--- src/rtl/marching_squares_cell_assert.svh ---
// assertion macros shared by the marching squares cell rtl
// no dependencies; expects signals clock and reset in the using module
`ifndef MARCHING_SQUARES_CELL_ASSERT_SVH
`define MARCHING_SQUARES_CELL_ASSERT_SVH

// same-cycle implication
`define MSQ_ASSERT_NOW(label, ante, cons, msg) \
   label: assert property (@(posedge clock) disable iff (reset) (ante) |-> (cons)) \
      else $error(msg);

// next-cycle implication
`define MSQ_ASSERT_NEXT(label, ante, cons, msg) \
   label: assert property (@(posedge clock) disable iff (reset) (ante) |=> (cons)) \
      else $error(msg);

`endif

--- src/rtl/msq_pkg.sv ---
// shared widths, register indexes, case codes, types and a saturation function for the cell pipeline
// no dependencies
package msq_pkg;

   localparam int CRD_W     = 32;
   localparam int STEP_W    = 31;
   localparam int IDX_W     = 8;
   localparam int CASE_W    = 4;
   localparam int CSR_IDX_W = 2;
   localparam int DIV_STEPS = 35;
   localparam int EDGE_LAT  = DIV_STEPS + 4;

   localparam logic [CSR_IDX_W-1:0] REG_ORIGIN_X = 2'd0;
   localparam logic [CSR_IDX_W-1:0] REG_ORIGIN_Y = 2'd1;
   localparam logic [CSR_IDX_W-1:0] REG_STEP_X   = 2'd2;
   localparam logic [CSR_IDX_W-1:0] REG_STEP_Y   = 2'd3;

   localparam logic [CASE_W-1:0] CASE_NONE     = 4'd0;
   localparam logic [CASE_W-1:0] CASE_ALL      = 4'd15;
   localparam logic [CASE_W-1:0] CASE_SADDLE_A = 4'd5;
   localparam logic [CASE_W-1:0] CASE_SADDLE_B = 4'd10;

   typedef struct packed {
      logic [32:0] rem;
      logic [DIV_STEPS-1:0] low;
      logic [DIV_STEPS-1:0] quo;
      logic [32:0] dmag;
      logic neg;
      logic ovf;
      logic eq;
      logic signed [CRD_W-1:0] c1;
   } div_stage_type;

   typedef struct packed {
      logic [CASE_W-1:0] code;
      logic signed [CRD_W-1:0] x0;
      logic signed [CRD_W-1:0] x1;
      logic signed [CRD_W-1:0] y0;
      logic signed [CRD_W-1:0] y1;
   } cell_info_type;

   typedef struct packed {
      logic signed [CRD_W-1:0] sx;
      logic signed [CRD_W-1:0] sy;
      logic signed [CRD_W-1:0] ex;
      logic signed [CRD_W-1:0] ey;
   } seg_type;

   typedef struct packed {
      logic hold;
   } route_stat_type;

   function automatic logic signed [CRD_W-1:0] sat32(input logic signed [40:0] v);
      logic signed [40:0] hi_lim;
      logic signed [40:0] lo_lim;
      hi_lim = 41'sd2147483647;
      lo_lim = -41'sd2147483648;
      if (v > hi_lim) begin
         return 32'sh7fffffff;
      end else if (v < lo_lim) begin
         return 32'sh80000000;
      end
      return v[CRD_W-1:0];
   endfunction

endpackage

--- src/rtl/msq_corner.sv ---
// corner coordinate pair for one axis: origin + index * step, saturated
// depends on msq_pkg
module msq_corner import msq_pkg::*; (
   input  logic                    clock,
   input  logic                    adv,
   input  logic [IDX_W-1:0]        idx,
   input  logic signed [CRD_W-1:0] origin,
   input  logic [STEP_W-1:0]       step,
   output logic signed [CRD_W-1:0] lo,
   output logic signed [CRD_W-1:0] hi
);

   logic [39:0] p_lo_ff, p_lo_in, p_hi_ff, p_hi_in;
   logic signed [CRD_W-1:0] lo_ff, lo_in, hi_ff, hi_in;
   logic signed [40:0] org_ext;

   always_comb begin
      p_lo_in = {32'd0, idx} * {9'd0, step};
      p_hi_in = ({32'd0, idx} + 40'd1) * {9'd0, step};
      org_ext = {{9{origin[CRD_W-1]}}, origin};
      lo_in   = sat32(org_ext + $signed({1'b0, p_lo_ff}));
      hi_in   = sat32(org_ext + $signed({1'b0, p_hi_ff}));
   end

   always_ff @(posedge clock) begin
      if (adv) begin
         p_lo_ff <= p_lo_in;
         p_hi_ff <= p_hi_in;
         lo_ff   <= lo_in;
         hi_ff   <= hi_in;
      end
   end

   assign lo = lo_ff;
   assign hi = hi_ff;

endmodule

--- config.mk ---
export PLATFORM = sky130hd
export DESIGN_NAME = msq_corner
export DESIGN_NICKNAME = d
export VERILOG_FILES = /design/src/rtl/marching_squares_cell_assert.svh /design/src/rtl/msq_pkg.sv /design/src/rtl/msq_corner.sv
export SDC_FILE = /design/constraint.sdc
export NUM_CORES = 1
export LEC_CHECK = 0
export ABC_AREA = 1
export BUFFER_PORTS_ARGS = -buffer_cell sky130_fd_sc_hd__buf_2
export CORE_UTILIZATION = 47
export DETAILED_ROUTE_END_ITERATION = 6
export PLACE_DENSITY = 0.61
export SETUP_SLACK_MARGIN = 0.3
export SYNTH_ARGS = -nofsm -noshare
export SYNTH_HDL_FRONTEND = slang
export SYNTH_SLANG_ARGS = --single-unit
--- constraint.sdc ---
create_clock -name clock -period 14.89 [get_ports clock]
set_clock_uncertainty 0.15 [all_clocks]
set_input_delay 2.2335 -clock clock [delete_from_list [all_inputs] [get_ports clock]]
set_output_delay 2.2335 -clock clock [all_outputs]
set_load 0.01 [all_outputs]
==> out/metrics.csv <==
stage;metric;value;unit
timing;Max-Slew Margin vs Limit;25.7;%
synthesis;Synth async-reset ratio;0;%
synthesis;Seq/Total Area, Yosys;15.6;%
final_layout;Synth-to-Final Area Change;6.72;%
timing;Final Hold Violating Endpoints;0;
worst_setup_path;Worst Setup Start Kind;input port;
global_route;initial antenna violation count;4;
synthesis;Synth Area in Simple Gates;24.8;%
synthesis;YS warnings;0;
global_route;Global Route Usage Sum;26.7;%
clock_network;CTS Hold Buffers Added;0;
global_route;vias in the first global route;22741;
synthesis;largest family of logic cells by synthesized area;adder cells;
placement;pre-CTS WS;5.17;ns
timing;setup TNS;0;ns
die;DIE AREA;0.0596;mm²
timing;Max Slew Vio Count;0;
run;# Max-Cap Violations;0;
routing;Residual DRC;0;
synthesis;ys flop type;edfxtp_1;
final_layout;area of the multi-input gates;0.0197;mm²
placement;IO buf count;136;
die;core area;0.0578;mm²
power_and_ir_drop;Switching Share;54.9;%
timing;period utilization;62.9;%
clock_network;clk sinks;143;
synthesis;Synth cell types;43;
timing;post-route setup slack;5.52;ns
placement;placed cell area;0.0288;mm²
synthesis;mux contribution to synthesized area;0;%
worst_setup_path;worst-path maximum fanout;34;
synthesis;Post-synth EDFFs;143;
routing;Detail Route Antenna Nets;0;
worst_setup_path;reg-to-reg slack, setup;11.32;ns
power_and_ir_drop;PwrDens;201;mW/mm²
power_and_ir_drop;P_sw;3.25;mW
die;Die X-Extent;244;µm
run_status;status;finished, final reports clean;
power_and_ir_drop;power share of the combinational group;78.4;%
synthesis;Post-Syn Nets;4420;
final_layout;register area;0.00429;mm²
timing;max frequency;107;MHz
clock_network;clk buf depth;2;
clock_network;Setup Fix Bufs, Post-CTS;0;
routing;first-pass iteration count of the detailed router;6;
routing;First DRT Iteration DRCs;1656;
clock_network;Clock Pin Slew Worst Setup and Hold Paths;0.07;ns
placement;Final GP Congestion;0.942;
power_and_ir_drop;Leakage;16.0;nW
timing;slew of the pin with the lowest slew margin;1.11;ns
placement;HPWL Detailed;66100;µm
worst_setup_path;CP Capture Type;flip-flop;
routing;Avg Vias per Cell;5.05;
routing;WL final;77700;µm
routing;wire length per cell;16.8;µm
timing;final setup fails;0;
clock_network;CTS H-Tree Depth;4;
final_layout;Util after Layout;50.9;%
worst_setup_path;Data arrival, critical path;9.42;ns
global_route;largest net degree at the start of global routing;96;
clock_network;Clock Latency Late Sink;0.45;ns
worst_setup_path;CP Data Required Time;14.94;ns
power_and_ir_drop;sequential power share;14.3;%
final_layout;post-route cell area;0.0294;mm²
hold_path;Worst Hold Class;reg -> reg;
power_and_ir_drop;Clock Power Share;7.3;%
synthesis;adder-cell share of the synthesized area;36.7;%
clock_network;TritonCTS buffer count;17;
die;starting density of the core;47.7;%
clock_network;post-cts resize count;0;
timing;RSZ-0062 raised after global routing;false;
die;io pins;137;
final_layout;Nets;4485;
synthesis;Compound-Gate Fraction of Synth Area;5.73;%
final_layout;fillers;5890;
power_and_ir_drop;Max VDD drop;0.101;mV
die;Chip Height;244;µm
power_and_ir_drop;Int Power;2.67;mW
routing;Vias;23275;
global_route;first-pass GRT wire length;123000;µm
worst_setup_path;critical path type;in -> reg;
final_layout;ratio of cells with drive above 1 in the final layout;6.79;%
clock_network;Root Driver;clkbuf_16;
synthesis;mapped cell area;0.0276;mm²
clock_network;CTS tree;built;
die;Site Rows;88;
synthesis;FF+latch count, synth;143;
timing;crit path time final;9.37;ns
global_route;grt ovf;0;
synthesis;Avg Cell Area, Syn;7.31;µm²
synthesis;Mapped Cells;3767;
synthesis;Synth Area in XOR/XNOR;4.16;%
[worst max-delay path, cell delays in order]
cell,delay [ns]
buf_2,0.57
ha_1,0.29
nand2_1,0.07
nor2_1,0.15
nand2_1,0.11
nor3_2,0.27
clkinv_1,0.60
nand2_1,0.95
inv_1,0.37
nand2_1,0.18
fa_1,0.42
fa_1,0.49
inv_1,0.05
fa_1,0.49
fa_1,0.41
ha_1,0.36
a21oi_1,0.22
o21ai_0,0.13
nand2_1,0.10
nand3_1,0.11
a21oi_1,0.29
inv_1,0.08
nand2_1,0.06
nand2_1,0.09
nand2_1,0.09
nand2_1,0.06
xor2_1,0.15
[synth_stat cells (all sizes together) (6+ instances only)]
cell       n  share of area, %
a21o      12              0.33
a21oi    158               2.9
a31oi     19              0.43
buf       21              0.57
clkbuf    76               1.0
edfxtp   143                16
fa       380                28
ha       200               9.1
inv      839                11
nand2   1190                17
nand3     81               1.6
nand4     25              0.57
nor2     351               4.9
nor3      19              0.44
nor4      10              0.23
o21a       6              0.16
o21ai     73               1.3
o21bai    11              0.30
xnor2     44               1.4
xor2      85               2.8
[registers in the layout, summed over array words and instances (netlist names)]
signal,count
lo,32
p_hi_ff,40
hi,32
p_lo_ff,39
[through the flow]
stage                     power, mW  cells  hold WS (ns)
after floorplan                4.19   3767         0.449
after global placement         5.42   4578         0.485
after detailed placement       5.42   4578         0.480
after CTS                      5.88   4610         0.502
after global routing           6.53   4610         0.540
final                          5.92   4611         0.501
[logic make-up (layout without fill, tap and decap cells)]
logic type,after synthesis,in the layout
AND/OR/NAND/NOR,1689,1689
buffers and inverters,937,1015
adder cells (fa/ha/maj),580,580
AO/OA/AOI/OAI,289,289
flip-flops,143,143
XOR/XNOR,129,129
other,0,1
[path summary, 6_finish.rpt]
kind | start | end | depth (start not counted)
max | idx[1] | p_hi_ff[27]$_DFFE_PP_ | 27
min reg2reg | p_lo_ff[0]$_DFFE_PP_ | lo[0]$_DFFE_PP_ | 3
max reg2reg | p_hi_ff[0]$_DFFE_PP_ | hi[20]$_DFFE_PP_ | 18
min | p_lo_ff[0]$_DFFE_PP_ | lo[0]$_DFFE_PP_ | 3
[metal layers]
metal | wire [µm] | part of all wire [%] | GRT usage (%)
met2 | 34700 | 45 | 43.0
met3 | 4290 | 5.5 | 2.41
met4 | 2550 | 3.3 | 9.15
met5 | 46 | 0.059 | 0
met1 | 36100 | 46 | 37.7
[power by group through the flow]
stage	sequential, mW	combinational (mW)	clock [mW]
5_1_grt	0.864	5.21	0.455
3_5_place_dp	0.858	4.57	0
4_1_cts	0.850	4.59	0.440
3_3_place_gp	0.855	4.56	0
6_report	0.848	4.64	0.433
2_1_floorplan	0.870	3.32	0
[placed cells by master, fill, tap and decap left out, drive strengths merged, types with 4 or more instances in the layout]
cell      netlist  routed
a21o           12      12
a21oi         158     158
a31oi          19      19
and2            4       4
buf            21     143
clkbuf         76      18
clkinv          1       6
clkinvlp        0       5
edfxtp        143     143
fa            380     380
ha            200     200
inv           839     840
nand2        1190    1190
nand3          81      81
nand3b          4       4
nand4          25      25
nor2          351     351
nor3           19      19
nor4           10      10
o211ai          4       4
o21a            6       6
o21ai          73      73
o21bai         11      11
xnor2          44      44
xor2           85      85
[area by class of cell]
| type | count | area share [%] |
|---|---|---|
| Clock buffer | 18 | 1.46 |
| Antenna cell | 1 | 0.00851 |
| Multi-Input combinational cell | 2687 | 66.9 |
| Tap cell | 765 | 3.26 |
| Inverter | 840 | 10.7 |
| Sequential cell | 143 | 14.6 |
| Clock inverter | 14 | 0.570 |
| Timing Repair Buffer | 143 | 2.51 |
No activity file was read; power rests on OpenSTA's default activity.
