File: config.mk
export PLATFORM = sky130hd
export DESIGN_NAME = msq_route
export DESIGN_NICKNAME = d
export VERILOG_FILES = /design/src/rtl/msq_pkg.sv /design/src/rtl/msq_route.sv
export VERILOG_INCLUDE_DIRS = /design/src /design/src/rtl
export SDC_FILE = /design/constraint.sdc
export NUM_CORES = 1
export LEC_CHECK = 0
export BUFFER_PORTS_ARGS = -buffer_cell sky130_fd_sc_hd__buf_2
export CORE_ASPECT_RATIO = 0.8
export CORE_MARGIN = 8
export CORE_UTILIZATION = 30
export CTS_CLUSTER_SIZE = 14
export DETAILED_ROUTE_END_ITERATION = 10
export GPL_ROUTABILITY_DRIVEN = 0
export PLACE_DENSITY = 0.52
export SLEW_MARGIN = 20
export SYNTH_ARGS = -nofsm -noshare
export SYNTH_HDL_FRONTEND = slang
export SYNTH_SLANG_ARGS = --single-unit
File: constraint.sdc
create_clock -name clock -period 12.99 [get_ports clock]
set_input_delay 1.9485 -clock clock [delete_from_list [all_inputs] [get_ports clock]]
set_output_delay 1.9485 -clock clock [all_outputs]
set_load 0.01 [all_outputs]
File: src/rtl/marching_squares_cell_assert.svh
// assertion macros shared by the marching squares cell rtl
// no dependencies; expects signals clock and reset in the using module
`ifndef MARCHING_SQUARES_CELL_ASSERT_SVH
`define MARCHING_SQUARES_CELL_ASSERT_SVH

// same-cycle implication
`define MSQ_ASSERT_NOW(label, ante, cons, msg) \
   label: assert property (@(posedge clock) disable iff (reset) (ante) |-> (cons)) \
      else $error(msg);

// next-cycle implication
`define MSQ_ASSERT_NEXT(label, ante, cons, msg) \
   label: assert property (@(posedge clock) disable iff (reset) (ante) |=> (cons)) \
      else $error(msg);

`endif

File: src/rtl/msq_pkg.sv
// shared widths, register indexes, case codes, types and a saturation function for the cell pipeline
// no dependencies
package msq_pkg;

   localparam int CRD_W     = 32;
   localparam int STEP_W    = 31;
   localparam int IDX_W     = 8;
   localparam int CASE_W    = 4;
   localparam int CSR_IDX_W = 2;
   localparam int DIV_STEPS = 35;
   localparam int EDGE_LAT  = DIV_STEPS + 4;

   localparam logic [CSR_IDX_W-1:0] REG_ORIGIN_X = 2'd0;
   localparam logic [CSR_IDX_W-1:0] REG_ORIGIN_Y = 2'd1;
   localparam logic [CSR_IDX_W-1:0] REG_STEP_X   = 2'd2;
   localparam logic [CSR_IDX_W-1:0] REG_STEP_Y   = 2'd3;

   localparam logic [CASE_W-1:0] CASE_NONE     = 4'd0;
   localparam logic [CASE_W-1:0] CASE_ALL      = 4'd15;
   localparam logic [CASE_W-1:0] CASE_SADDLE_A = 4'd5;
   localparam logic [CASE_W-1:0] CASE_SADDLE_B = 4'd10;

   typedef struct packed {
      logic [32:0] rem;
      logic [DIV_STEPS-1:0] low;
      logic [DIV_STEPS-1:0] quo;
      logic [32:0] dmag;
      logic neg;
      logic ovf;
      logic eq;
      logic signed [CRD_W-1:0] c1;
   } div_stage_type;

   typedef struct packed {
      logic [CASE_W-1:0] code;
      logic signed [CRD_W-1:0] x0;
      logic signed [CRD_W-1:0] x1;
      logic signed [CRD_W-1:0] y0;
      logic signed [CRD_W-1:0] y1;
   } cell_info_type;

   typedef struct packed {
      logic signed [CRD_W-1:0] sx;
      logic signed [CRD_W-1:0] sy;
      logic signed [CRD_W-1:0] ex;
      logic signed [CRD_W-1:0] ey;
   } seg_type;

   typedef struct packed {
      logic hold;
   } route_stat_type;

   function automatic logic signed [CRD_W-1:0] sat32(input logic signed [40:0] v);
      logic signed [40:0] hi_lim;
      logic signed [40:0] lo_lim;
      hi_lim = 41'sd2147483647;
      lo_lim = -41'sd2147483648;
      if (v > hi_lim) begin
         return 32'sh7fffffff;
      end else if (v < lo_lim) begin
         return 32'sh80000000;
      end
      return v[CRD_W-1:0];
   endfunction

endpackage

File: src/rtl/msq_route.sv
// segment routing and output register, two beats for saddle cells
// depends on msq_pkg and marching_squares_cell_assert.svh
`include "marching_squares_cell_assert.svh"
module msq_route import msq_pkg::*; (
   input  logic                    clock,
   input  logic                    reset,
   input  logic                    tail_vld,
   input  cell_info_type           info,
   input  logic signed [CRD_W-1:0] bx,
   input  logic signed [CRD_W-1:0] ry,
   input  logic signed [CRD_W-1:0] tx,
   input  logic signed [CRD_W-1:0] ly,
   input  logic                    rsp_stall,
   output logic                    rsp_valid,
   output logic signed [CRD_W-1:0] rsp_start_x,
   output logic signed [CRD_W-1:0] rsp_start_y,
   output logic signed [CRD_W-1:0] rsp_end_x,
   output logic signed [CRD_W-1:0] rsp_end_y,
   output logic [CASE_W-1:0]       rsp_case_code,
   output logic                    rsp_last_segment,
   output route_stat_type          stat
);

   logic vld_ff, vld_in, beat_ff, beat_in, two_ff, two_in;
   seg_type seg0_ff, seg0_in, seg1_ff, seg1_in;
   logic [CASE_W-1:0] code_ff, code_in;
   seg_type p_l, p_b, p_r, p_t;
   logic last, take, load;

   always_comb begin
      p_l = '{sx: info.x0, sy: ly, ex: info.x0, ey: ly};
      p_b = '{sx: bx, sy: info.y0, ex: bx, ey: info.y0};
      p_r = '{sx: info.x1, sy: ry, ex: info.x1, ey: ry};
      p_t = '{sx: tx, sy: info.y1, ex: tx, ey: info.y1};
      seg0_in = '{sx: p_l.sx, sy: p_l.sy, ex: p_b.ex, ey: p_b.ey};
      seg1_in = '{sx: p_r.sx, sy: p_r.sy, ex: p_t.ex, ey: p_t.ey};
      two_in  = 1'b0;
      case (info.code) inside
         4'd1, 4'd14: seg0_in = '{sx: p_l.sx, sy: p_l.sy, ex: p_b.ex, ey: p_b.ey};
         4'd2, 4'd13: seg0_in = '{sx: p_b.sx, sy: p_b.sy, ex: p_r.ex, ey: p_r.ey};
         4'd4, 4'd11: seg0_in = '{sx: p_r.sx, sy: p_r.sy, ex: p_t.ex, ey: p_t.ey};
         4'd7, 4'd8:  seg0_in = '{sx: p_t.sx, sy: p_t.sy, ex: p_l.ex, ey: p_l.ey};
         4'd3, 4'd12: seg0_in = '{sx: p_l.sx, sy: p_l.sy, ex: p_r.ex, ey: p_r.ey};
         4'd6, 4'd9:  seg0_in = '{sx: p_b.sx, sy: p_b.sy, ex: p_t.ex, ey: p_t.ey};
         CASE_SADDLE_A: begin
            seg0_in = '{sx: p_b.sx, sy: p_b.sy, ex: p_l.ex, ey: p_l.ey};
            seg1_in = '{sx: p_r.sx, sy: p_r.sy, ex: p_t.ex, ey: p_t.ey};
            two_in  = 1'b1;
         end
         CASE_SADDLE_B: begin
            seg0_in = '{sx: p_b.sx, sy: p_b.sy, ex: p_r.ex, ey: p_r.ey};
            seg1_in = '{sx: p_t.sx, sy: p_t.sy, ex: p_l.ex, ey: p_l.ey};
            two_in  = 1'b1;
         end
         default: seg0_in = '{sx: p_l.sx, sy: p_l.sy, ex: p_b.ex, ey: p_b.ey};
      endcase
      code_in = info.code;

      last      = ~two_ff | beat_ff;
      take      = vld_ff & ~rsp_stall;
      stat.hold = vld_ff & ~(take & last);
      load      = ~stat.hold & tail_vld;

      vld_in  = vld_ff;
      beat_in = beat_ff;
      if (load) begin
         vld_in  = 1'b1;
         beat_in = 1'b0;
      end else if (take & last) begin
         vld_in  = 1'b0;
         beat_in = 1'b0;
      end else if (take) begin
         beat_in = 1'b1;
      end
   end

   always_ff @(posedge clock) begin
      if (reset) begin
         vld_ff  <= 1'b0;
         beat_ff <= 1'b0;
      end else begin
         vld_ff  <= vld_in;
         beat_ff <= beat_in;
      end
   end

   always_ff @(posedge clock) begin
      if (load) begin
         seg0_ff <= seg0_in;
         seg1_ff <= seg1_in;
         two_ff  <= two_in;
         code_ff <= code_in;
      end
   end

   assign rsp_valid        = vld_ff;
   assign rsp_start_x      = beat_ff ? seg1_ff.sx : seg0_ff.sx;
   assign rsp_start_y      = beat_ff ? seg1_ff.sy : seg0_ff.sy;
   assign rsp_end_x        = beat_ff ? seg1_ff.ex : seg0_ff.ex;
   assign rsp_end_y        = beat_ff ? seg1_ff.ey : seg0_ff.ey;
   assign rsp_case_code    = code_ff;
   assign rsp_last_segment = last;

   `MSQ_ASSERT_NOW(a_first_beat_saddle, rsp_valid && !rsp_last_segment,
      rsp_case_code == CASE_SADDLE_A || rsp_case_code == CASE_SADDLE_B,
      "non-last beat on a cell that is not a saddle")
   `MSQ_ASSERT_NEXT(a_second_beat_follows, rsp_valid && !rsp_stall && !rsp_last_segment,
      rsp_valid && rsp_last_segment, "second saddle beat missing")
   `MSQ_ASSERT_NOW(a_no_empty_case, rsp_valid,
      rsp_case_code != CASE_NONE && rsp_case_code != CASE_ALL,
      "beat emitted for a cell with no crossing")

endmodule
==> qor.txt <==
FP Rows -> 89
Root Driver -> clkbuf_16
PwrDens -> 113 nW/µm²
CORE AREA -> 73200 µm²
register bit total from synthesis -> 263
Synth Area in Adders -> 0
Min Clock Period, post-route -> 5.26 ns
worst vdd ir -> 0.0679 mV
fill count -> 7377
Yosys top cell by area -> edfxtp_1
port bufs -> 398
top sig layer -> met5
initial antenna violation count -> 13
residual overflow from global routing -> 0
Post-Synthesis Cell Area -> 22000 µm²
Setup crit end kind -> register
async set-or-reset flop fraction in the synthesized netlist -> 0
top cells by area, synth -> edfxtp_1 (36%), mux2_2 (13%), o21ai_0 (5.5%)
Synth Flop Type -> edfxtp_1
routed len/inst -> 28.5 µm
CTS H-tree lvls -> 2
total of max-cap violations -> 0
Least-Margin Pin Slew -> 1.21 ns
CP startpoint -> info[128]
setup violators final -> 0
cts hold-fix bufs -> 0
Seq/Total Area, Yosys -> 0.358
footprint of the multi-input gates -> 12800 µm²
CTS tree -> built
Fmax -> 190 MHz
largest family of logic cells by synthesized area -> compound AO/OA/AOI/OAI gates
status -> complete, no violations
worst hold-check path type -> register to register
area grow syn2layout -> 15.5%
total clock buffers created by CTS -> 36
vias in the first global route -> 22800
register area -> 7880 µm²
Post-Route Utilization -> 0.348
RSZ-0062 raised after global routing -> no
worst endpoint required time -> 13.39 ns
number of remaining DRC errors -> 0
Netlist cell types -> 51
Clock Tree Buf Depth -> 3
met1 wire length -> 42000 µm
Post-Synth XOR/XNOR Area -> 0.00114
post-synthesis instance total -> 2406
Critical Path AT -> 5.66 ns
die area -> 82400 µm²
Yosys top cell area share -> 0.356
switch share -> 0.326
Post-Route Setup TNS -> 0 ns
Synth Warn # -> 0
DRT iter0 DRCs -> 3034
sequential share of power -> 0.369
routed via count -> 23100
Switch Pwr -> 934 µW
via-per-instance ratio -> 6.55
crit path kind -> primary input to register
Die X -> 319 µm
Syn Area/Cell -> 9.15 µm²
critical hold path startpoint -> rsp_valid
design internal power -> 1.93 mW
clk slew on worst S/H paths -> 0.06 ns
first-pass GRT wire length -> 147000 µm
Max-slew headroom -> 0.195
CP Max Fanout -> 88
worst-skew pair later-pin latency -> 0.56 ns
Die Y -> 258 µm
post-detail-place hpwl -> 58300 µm
skew final -> 0.0225 ns
ANT nets after route -> 0
clock share of power -> 0.358
Post-CTS Resized -> 0
post-synth net total -> 2670
largest net degree at the start of global routing -> 150
Synth Area in Compound Gates -> 0.384
share of layout cells above drive strength 1 -> 0.308
Post-CTS Setup Inserts -> 0
Initial Util -> 0.301
routed wire length -> 100000 µm
mux cell area share after synthesis -> 0.131
fin. max-slew vios -> 0
Lkg Pwr -> 8.78 nW
WHS -> 0.521 ns
Total Power -> 2.87 mW
CP startpoint kind -> primary input
CTS sink count -> 263
nets -> 2798
total track usage -> 0.227
drt first pass iters -> 6
Post-synth EDFFs -> 261
Fin. Hold Viols -> 0
WL met2 -> 44900 µm
Logic pwr share -> 0.272
DR WL met3 -> 10500 µm
r2r startpoint -> two_ff
final worst-path cycle share -> 0.405
Post-Synth Simple-Gate Area -> 0.0555
Ports -> 399
==> power groups by stage <==
stage	Sequential (mW)	Clock (mW)	Combinational, mW
2_1_floorplan	1.07	0	0.482
3_3_place_gp	1.07	0	0.741
3_5_place_dp	1.07	0	0.765
4_1_cts	1.06	1.04	0.768
5_1_grt	1.06	1.07	0.836
6_report	1.06	1.03	0.781
==> cells by family (layout without fill, tap and decap cells) <==
family | Yosys count | count (layout)
flops | 263 | 263
buf+inv | 356 | 510
other cells | 0 | 12
simple gates | 261 | 261
compound gates | 1267 | 1267
mux | 257 | 257
xor+xnor | 2 | 2
==> cell usage in the layout, fill, tap and decap left out, types with 42 or more instances in the layout <==
cell type	n
o221ai_1	43
buf_4	42
a22oi_1	108
a22o_1	63
o21ai_0	244
edfxtp_1	261
nand3_1	63
o22ai_1	150
a211oi_1	84
buf_2	395
nand2_1	66
mux2_2	257
nor2_1	69
a21o_1	63
o21a_1	42
a2111oi_0	43
o32ai_1	42
o22a_1	42
o21ai_1	54
o211ai_1	43
a21oi_1	174
==> final cells by class <==
| cell class | count | area share |
|---|---|---|
| sequential | 263 | 0.310 |
| inverter | 6 | 0.000886 |
| antenna | 12 | 0.00118 |
| clock inverter | 17 | 0.00753 |
| multi-input combinational | 1787 | 0.503 |
| tap | 955 | 0.0470 |
| timing repair buffer | 440 | 0.0924 |
| clock buffer | 47 | 0.0383 |
==> registers in the layout, summed over array words and instances, names as in the netlist <==
name / cells
seg1_ff: 128
beat_ff: 1
rsp_case_code: 4
rsp_valid: 1
seg0_ff: 128
two_ff: 1
==> stage by stage <==
| step | worst slack, ns | std cells | cell area, µm² |
|---|---|---|---|
| after global routing | 7.57 | 3523 | 25400 |
| after global placement | 7.21 | 3450 | 24200 |
| after CTS | 7.62 | 3514 | 25400 |
| after detailed placement | 7.05 | 3450 | 24200 |
| final | 7.73 | 3527 | 25400 |
| after floorplan | 3.49 | 2406 | 22000 |
==> critical path: stages <==
cell      delay [ns]
buf_6           0.49
buf_4           0.89
nand2b_1        0.37
o22ai_4         0.73
buf_4           0.65
a221oi_1        0.20
a21oi_1         0.19
==> synth_stat cells (all sizes together), types with 2 or more instances <==
library cell / count
a2111oi: 43
a211oi: 85
a21o: 63
a21oi: 174
a221oi: 22
a22o: 63
a22oi: 108
a31oi: 22
and2: 5
buf: 143
clkbuf: 207
dfxtp: 2
edfxtp: 261
inv: 6
mux2: 257
nand2: 70
nand2b: 33
nand3: 63
nor2: 75
nor2b: 6
o211ai: 43
o21a: 42
o21ai: 298
o221ai: 43
o22a: 43
o22ai: 152
o31ai: 21
o32ai: 42
or2: 3
==> final timing paths <==
kind	slack [ns]	depth (start not counted)	end
max	7.73	7	seg0_ff[41]
min	0.52	2	rsp_valid
max reg2reg	10.02	7	seg1_ff[85]
min reg2reg	0.52	2	rsp_valid
==> layer usage <==
layer  up-vias  global-route usage
met2      1568               0.353
met3       271              0.0509
met1     11300               0.303
met5         -                   0
met4         4              0.0930
li1       9944                   -
(Power assumes the default switching activity.)
